==> src/sv/cci_pkg.sv <==
// Shared types and constants for the circle collision impulse resolver.
package cci_pkg;

	// Configuration register layout and reset values.
	localparam int CFG_W = 17;
	localparam logic [CFG_W-1:0] PCT_RESET  = 17'd52429;
	localparam logic [CFG_W-1:0] SLOP_RESET = 17'd655;
	localparam logic REG_PCT  = 1'b0;
	localparam logic REG_SLOP = 1'b1;

	// Iterative unit sizing.
	localparam int QW           = 36;
	localparam int U_DEN_W      = 33;
	localparam int U_SH_W       = 66;
	localparam int U_CNT_W      = 7;
	localparam int SQRT_STEPS   = 33;
	localparam int MULDIV_STEPS = 36;

	typedef struct packed {
		logic               kind;
		logic signed [31:0] pos_x;
		logic signed [31:0] pos_y;
		logic signed [31:0] vel_x;
		logic signed [31:0] vel_y;
		logic [30:0]        mass;
		logic [30:0]        radius;
		logic [16:0]        restitution;
	} item_t;

	typedef struct packed {
		logic               body_select;
		logic signed [31:0] new_pos_x;
		logic signed [31:0] new_pos_y;
		logic signed [31:0] new_vel_x;
		logic signed [31:0] new_vel_y;
		logic               touched;
		logic               last_result;
	} result_t;

	// Datapath operations issued by the controller.
	typedef enum logic [4:0] {
		DP_NONE,
		DP_DIFF,
		DP_SQX,
		DP_SQY,
		DP_SQRT,
		DP_CHK,
		DP_NX,
		DP_NY,
		DP_DOTX,
		DP_DOTY,
		DP_PEN,
		DP_SHARE,
		DP_DB,
		DP_DO,
		DP_UMUL,
		DP_UADD,
		DP_KK
	} dp_op_t;

	typedef struct packed {
		logic   accept;
		dp_op_t op;
		logic [2:0] idx;
		logic   out_sel;
	} cmd_t;

	typedef struct packed {
		logic held_valid;
		logic unit_done;
		logic contact;
		logic deep;
		logic approach;
	} status_t;

endpackage

==> src/sv/cci_ctrl.sv <==
// Controller state machine that sequences one resolve transaction.
module cci_ctrl
	import cci_pkg::*;
(
	input  logic    clk,
	input  logic    arst_n,
	input  logic    item_valid,
	input  logic    item_kind,
	input  logic    result_stall,
	input  status_t status,
	output cmd_t    cmd,
	output logic    item_stall,
	output logic    result_valid
);

	typedef enum logic [19:0] {
		ST_IDLE   = 20'h00001,
		ST_DIFF   = 20'h00002,
		ST_SQX    = 20'h00004,
		ST_SQY    = 20'h00008,
		ST_SQRT   = 20'h00010,
		ST_CHK    = 20'h00020,
		ST_NX     = 20'h00040,
		ST_NY     = 20'h00080,
		ST_DOTX   = 20'h00100,
		ST_DOTY   = 20'h00200,
		ST_PEN    = 20'h00400,
		ST_SHARE  = 20'h00800,
		ST_DIVB   = 20'h01000,
		ST_DIVO   = 20'h02000,
		ST_UMUL   = 20'h04000,
		ST_UADD   = 20'h08000,
		ST_IMPCHK = 20'h10000,
		ST_KK     = 20'h20000,
		ST_EMIT0  = 20'h40000,
		ST_EMIT1  = 20'h80000
	} state_t;

	state_t     state_q;
	logic [2:0] idx_q;
	logic       accept;
	dp_op_t     op_c;

	assign accept = item_valid && (state_q == ST_IDLE);

	// Sequencing.
	always_ff @(posedge clk or negedge arst_n) begin
		if (!arst_n) begin
			state_q <= ST_IDLE;
			idx_q   <= '0;
		end else begin
			case (state_q)
				ST_IDLE: begin
					if (accept && item_kind && status.held_valid) begin
						state_q <= ST_DIFF;
					end
				end
				ST_DIFF: state_q <= ST_SQX;
				ST_SQX:  state_q <= ST_SQY;
				ST_SQY:  state_q <= ST_SQRT;
				ST_SQRT: begin
					if (status.unit_done) begin
						state_q <= ST_CHK;
					end
				end
				ST_CHK: state_q <= status.contact ? ST_NX : ST_EMIT0;
				ST_NX: begin
					if (status.unit_done) begin
						state_q <= ST_NY;
					end
				end
				ST_NY: begin
					if (status.unit_done) begin
						state_q <= ST_DOTX;
					end
				end
				ST_DOTX: state_q <= ST_DOTY;
				ST_DOTY: state_q <= ST_PEN;
				ST_PEN:  state_q <= ST_SHARE;
				ST_SHARE: begin
					idx_q   <= 3'd0;
					state_q <= status.deep ? ST_DIVB : ST_IMPCHK;
				end
				ST_DIVB: begin
					if (status.unit_done) begin
						state_q <= ST_DIVO;
					end
				end
				ST_DIVO: begin
					if (status.unit_done) begin
						state_q <= ST_UMUL;
					end
				end
				ST_UMUL: state_q <= ST_UADD;
				ST_UADD: begin
					idx_q <= idx_q + 3'd1;
					if (idx_q[1:0] == 2'b11) begin
						state_q <= idx_q[2] ? ST_EMIT0 : ST_IMPCHK;
					end else begin
						state_q <= ST_UMUL;
					end
				end
				ST_IMPCHK: begin
					idx_q   <= 3'd4;
					state_q <= status.approach ? ST_KK : ST_EMIT0;
				end
				ST_KK: state_q <= ST_DIVB;
				ST_EMIT0: begin
					if (!result_stall) begin
						state_q <= ST_EMIT1;
					end
				end
				ST_EMIT1: begin
					if (!result_stall) begin
						state_q <= ST_IDLE;
					end
				end
				default: state_q <= ST_IDLE;
			endcase
		end
	end

	// Datapath operation for each state.
	always_comb begin
		case (state_q)
			ST_DIFF:  op_c = DP_DIFF;
			ST_SQX:   op_c = DP_SQX;
			ST_SQY:   op_c = DP_SQY;
			ST_SQRT:  op_c = DP_SQRT;
			ST_CHK:   op_c = DP_CHK;
			ST_NX:    op_c = DP_NX;
			ST_NY:    op_c = DP_NY;
			ST_DOTX:  op_c = DP_DOTX;
			ST_DOTY:  op_c = DP_DOTY;
			ST_PEN:   op_c = DP_PEN;
			ST_SHARE: op_c = DP_SHARE;
			ST_DIVB:  op_c = DP_DB;
			ST_DIVO:  op_c = DP_DO;
			ST_UMUL:  op_c = DP_UMUL;
			ST_UADD:  op_c = DP_UADD;
			ST_KK:    op_c = DP_KK;
			default:  op_c = DP_NONE;
		endcase
	end

	assign cmd.accept    = accept;
	assign cmd.op        = op_c;
	assign cmd.idx       = idx_q;
	assign cmd.out_sel   = (state_q == ST_EMIT1);
	assign item_stall    = (state_q != ST_IDLE);
	assign result_valid  = (state_q == ST_EMIT0) || (state_q == ST_EMIT1);

endmodule

==> config.mk <==
export PLATFORM = sky130hd
export DESIGN_NAME = cci_ctrl
export DESIGN_NICKNAME = d
export VERILOG_FILES = /design/src/sv/cci_pkg.sv /design/src/sv/cci_ctrl.sv
export SDC_FILE = /design/constraint.sdc
export NUM_CORES = 1
export LEC_CHECK = 0
export BUFFER_PORTS_ARGS = -buffer_cell sky130_fd_sc_hd__buf_4
export CAP_MARGIN = 20
export CORE_ASPECT_RATIO = 0.75
export CORE_MARGIN = 4
export CORE_UTILIZATION = 50
export CTS_CLUSTER_SIZE = 28
export DETAILED_ROUTE_END_ITERATION = 12
export PLACE_DENSITY = 0.77
export SLEW_MARGIN = 10
export SYNTH_ARGS = -nofsm -noshare
export SYNTH_HDL_FRONTEND = slang
export SYNTH_SLANG_ARGS = --single-unit
==> constraint.sdc <==
create_clock -name clk -period 3.26 [get_ports clk]
set_clock_uncertainty 0.05 [all_clocks]
set_input_delay 0.163 -clock clk [delete_from_list [all_inputs] [get_ports clk]]
set_output_delay 0.163 -clock clk [all_outputs]
set_load 0.005 [all_outputs]
==> impl_metrics.csv <==
group,metric,value,unit
run_status,status,"complete, no violations",
detailed_routing,drt_iter0_drc,124,
clocking,root_buffer,"clkbuf_8",
cells_and_area,area_delta_synth_final,10.8,%
yosys,yosysSeqAreaShare,0.361,
critical_path,cp.required,3.05,ns
yosys,synth_ff_type,"dfrtp_1",
timing,slew_headroom,0.566,
detailed_routing,first_pass_iters,4,
cells_and_area,final_cell_mix,"23 x buf_4, 22 x dfrtp_1, 14 x nor2_1",
timing,worst_pin_slew,0.641,ns
yosys,synthAdderAreaFrac,0.0235,
critical_path,endpoint_kind,"output pin",
place,dpl-instance-area,1720,um^2
flow_run,cap_violations,0,
pwr,seq_power_share,0.396,
timing,timing_hold_violations_final,0,
global_routing,grt_overflow,0,
yosys,synth_top_family_by_area,"simple AND/OR/NAND/NOR gates",
cells_and_area,diodes,0,
floorplan,die_h,57.0,um
floorplan,ios,22,
pwr,p_comb_frac,0.386,
pwr,swShare,0.368,
detailed_routing,vias,1420,
cells_and_area,fillers,258,
detailed_routing,ant_nets,0,
global_routing,antenna_found_initial,0,
yosys,avgSynthCellArea,9.35,um^2
floorplan,dieArea,4180,um^2
yosys,ys_ff_latch,23,
floorplan,initial_core_util,0.533,
yosys,synth_xor_area_frac,0.0603,
yosys,syn_area,1600,um^2
place,io_buffers,21,
detailed_routing,routed_wl,4000,um
clocking,cts_buffer_depth,2,
clocking,cts.sinks,23,
timing,rsz0062_at_grt,"no",
clocking,cts_tree,"yes",
pwr,powerDensity,480,nW/um^2
detailed_routing,wl_per_cell,18.3,um
clocking,numCtsBuffers,3,
cells_and_area,stdcell_area,1770,um^2
pwr,p_clk_frac,0.218,
yosys,async_flop_share,1.00,
pwr,fin_total_pwr,851,uW
cells_and_area,drive_gt1_frac,0.193,
place,routabilityCongestion,0.856,
timing,fmax,0.323,GHz
timing,setup_tns,0,ns
critical_path,critPathMaxFanout,9,
timing,finalMaxSlewViolations,0,
yosys,syn_inst,171,
yosys,ys_top_cells_by_area,"dfrtp_1 34%, nor4b_1 4.9%, xnor2_1 3.8%",
timing,min_period,3.10,ns
clocking,clock_latency,0.27,ns
yosys,syn_nets,184,
detailed_routing,post_drt_via_cell_ratio,6.48,
yosys,synth.top_cell.area_share,0.344,
floorplan,core_area,3000,um^2
yosys,synth_compound_area_frac,0.135,
pwr,cellLeakagePower,0.835,nW
place,dp.final_hpwl,3020,um
yosys,synth_top_area_cell,"dfrtp_1",
min_path,hold_class,"input port to register",
yosys,yosysUniqueCellTypes,48,
pwr,ir_drop,0.245,mV
yosys,muxShareOfSynthArea,0.0258,
clocking,h-tree-depth,1,
pwr,p_sw,313,uW
detailed_routing,drc,0,
pwr,intPower,537,uW
global_routing,grt_pass1_wl,6550,um
global_routing,grt_util_all_layers,0.202,
clocking,clkSlewWorstSetupHoldPaths,0.09,ns
timing,setup_viol,0,
yosys,ys.warnings.count,0,
floorplan,chipWidth,73.3,um
global_routing,grt_max_degree,24,
cells_and_area,mostFrequentLayoutCell,"buf_4",
cells_and_area,nets,195,
timing,layout_worst_path_cycle_share,0.950,
yosys,synth_simple_gate_area_frac,0.311,
critical_path,worstPathArrival,2.88,ns
yosys,synth_edf_count,0,
global_routing,grt_pass1_vias,1322,
floorplan,row_count,17,
critical_path,crit_type,"register to output pin",
critical_path,cp-start-kind,"register",
-- per-layer routing --
metal,global-route usage,share of wire,vias up
met5,0,0,-
met4,0.0698,0.013,0
met3,0.0475,0.061,7
met2,0.297,0.46,51
met1,0.292,0.47,703
li1,-,-,659
-- layout make-up --
| cell class | count | area, um^2 | share of cell area |
|---|---|---|---|
| Timing Repair Buffer | 24 | 183 | 0.103 |
| Clock buffer | 3 | 41.3 | 0.0233 |
| Tap cell | 38 | 47.5 | 0.0268 |
| Sequential cell | 23 | 577 | 0.326 |
| Clock inverter | 1 | 5.00 | 0.00282 |
| Multi-Input combinational cell | 122 | 888 | 0.501 |
| Inverter | 8 | 30.0 | 0.0169 |
-- state kept, by name (all words and copies together), names as in the netlist --
signal   cells
state_q     20
idx_q        3
-- worst max-delay path: stages, from the launching register on --
cell and delay [ns]:
dfrtp_1 0.50, or4_1 0.68, or4_1 0.68, nor3_1 0.44, nor2_1 0.09, nand4_1 0.09
buf_4 0.12
-- kinds of logic after synthesis --
group           Yosys count
compound gates           27
xor+xnor                 11
fa+ha+maj                 3
buf+inv                  26
flops                    23
mux                       3
simple gates             78
-- stage by stage --
stage | hold slack [ns] | std cells | util | worst slack (ns)
3_5_place_dp | 0.0324 | 214 | 0.572 | 0.378
4_1_cts | 0.0528 | 219 | 0.591 | 0.198
5_1_grt | 0.0501 | 219 | 0.591 | 0.00175
3_3_place_gp | 0.0250 | 214 | 0.572 | 0.473
2_1_floorplan | -0.183 | 171 | - | 0.616
6_report | 0.0520 | 219 | 0.591 | 0.162
-- power groups by stage --
stage,clock network (mW),registers [mW],logic [mW]
6_report,0.185,0.337,0.329
2_1_floorplan,0,0.317,0.255
4_1_cts,0.187,0.336,0.326
5_1_grt,0.202,0.341,0.361
3_5_place_dp,0,0.341,0.324
3_3_place_gp,0,0.340,0.317
-- cells in the mapped netlist (2+ instances only) --
master,n
dfrtp_1,22
nor2_1,14
nor4b_1,9
inv_1,8
nor3_1,7
or4_1,7
xnor2_1,7
clkbuf_1,6
nand2_1,6
nand3_1,6
buf_2,5
nor4_1,5
nand4_1,4
nor3b_1,4
o21ai_0,4
xor2_1,4
buf_6,3
ha_1,3
o31ai_1,3
a211oi_1,2
a221o_1,2
a2bb2oi_1,2
and4b_1,2
buf_1,2
buf_4,2
mux2_4,2
nand2b_1,2
nand3b_1,2
nand4b_1,2
o211ai_1,2
o21a_1,2
o2bb2ai_1,2
o311ai_0,2
or3_1,2
-- path summary, 6_finish.rpt --
kind | start | endpoint | slack, ns | cells past startpoint
worst max-delay path | state_q[7]$_DFFE_PN0P_ | cmd[4] | 0.16 | 6
worst min-delay path | status[1] | state_q[16]$_DFFE_PN0P_ | 0.05 | 2
worst max register to register | state_q[12]$_DFFE_PN0P_ | state_q[13]$_DFFE_PN0P_ | 0.31 | 5
worst min register to register | state_q[8]$_DFFE_PN0P_ | state_q[10]$_DFFE_PN0P_ | 0.50 | 1
max in group asynchronous | arst_n | state_q[0]$_DFFE_PN1P_ | 2.61 | 2
min in group asynchronous | arst_n | state_q[19]$_DFFE_PN0P_ | 0.26 | 2
-- timing repair --
| item | 4_1_cts | 5_1_grt |
|---|---|---|
| hold buffers | 1 | 0 |
| setup buffers | 0 | 0 |
| endpoints found under the hold margin | 22 | 0 |
| endpoints found under the setup margin | 0 | 0 |
| resized for setup | 0 | 0 |
Note: power is estimated with default switching activity, not from simulation.
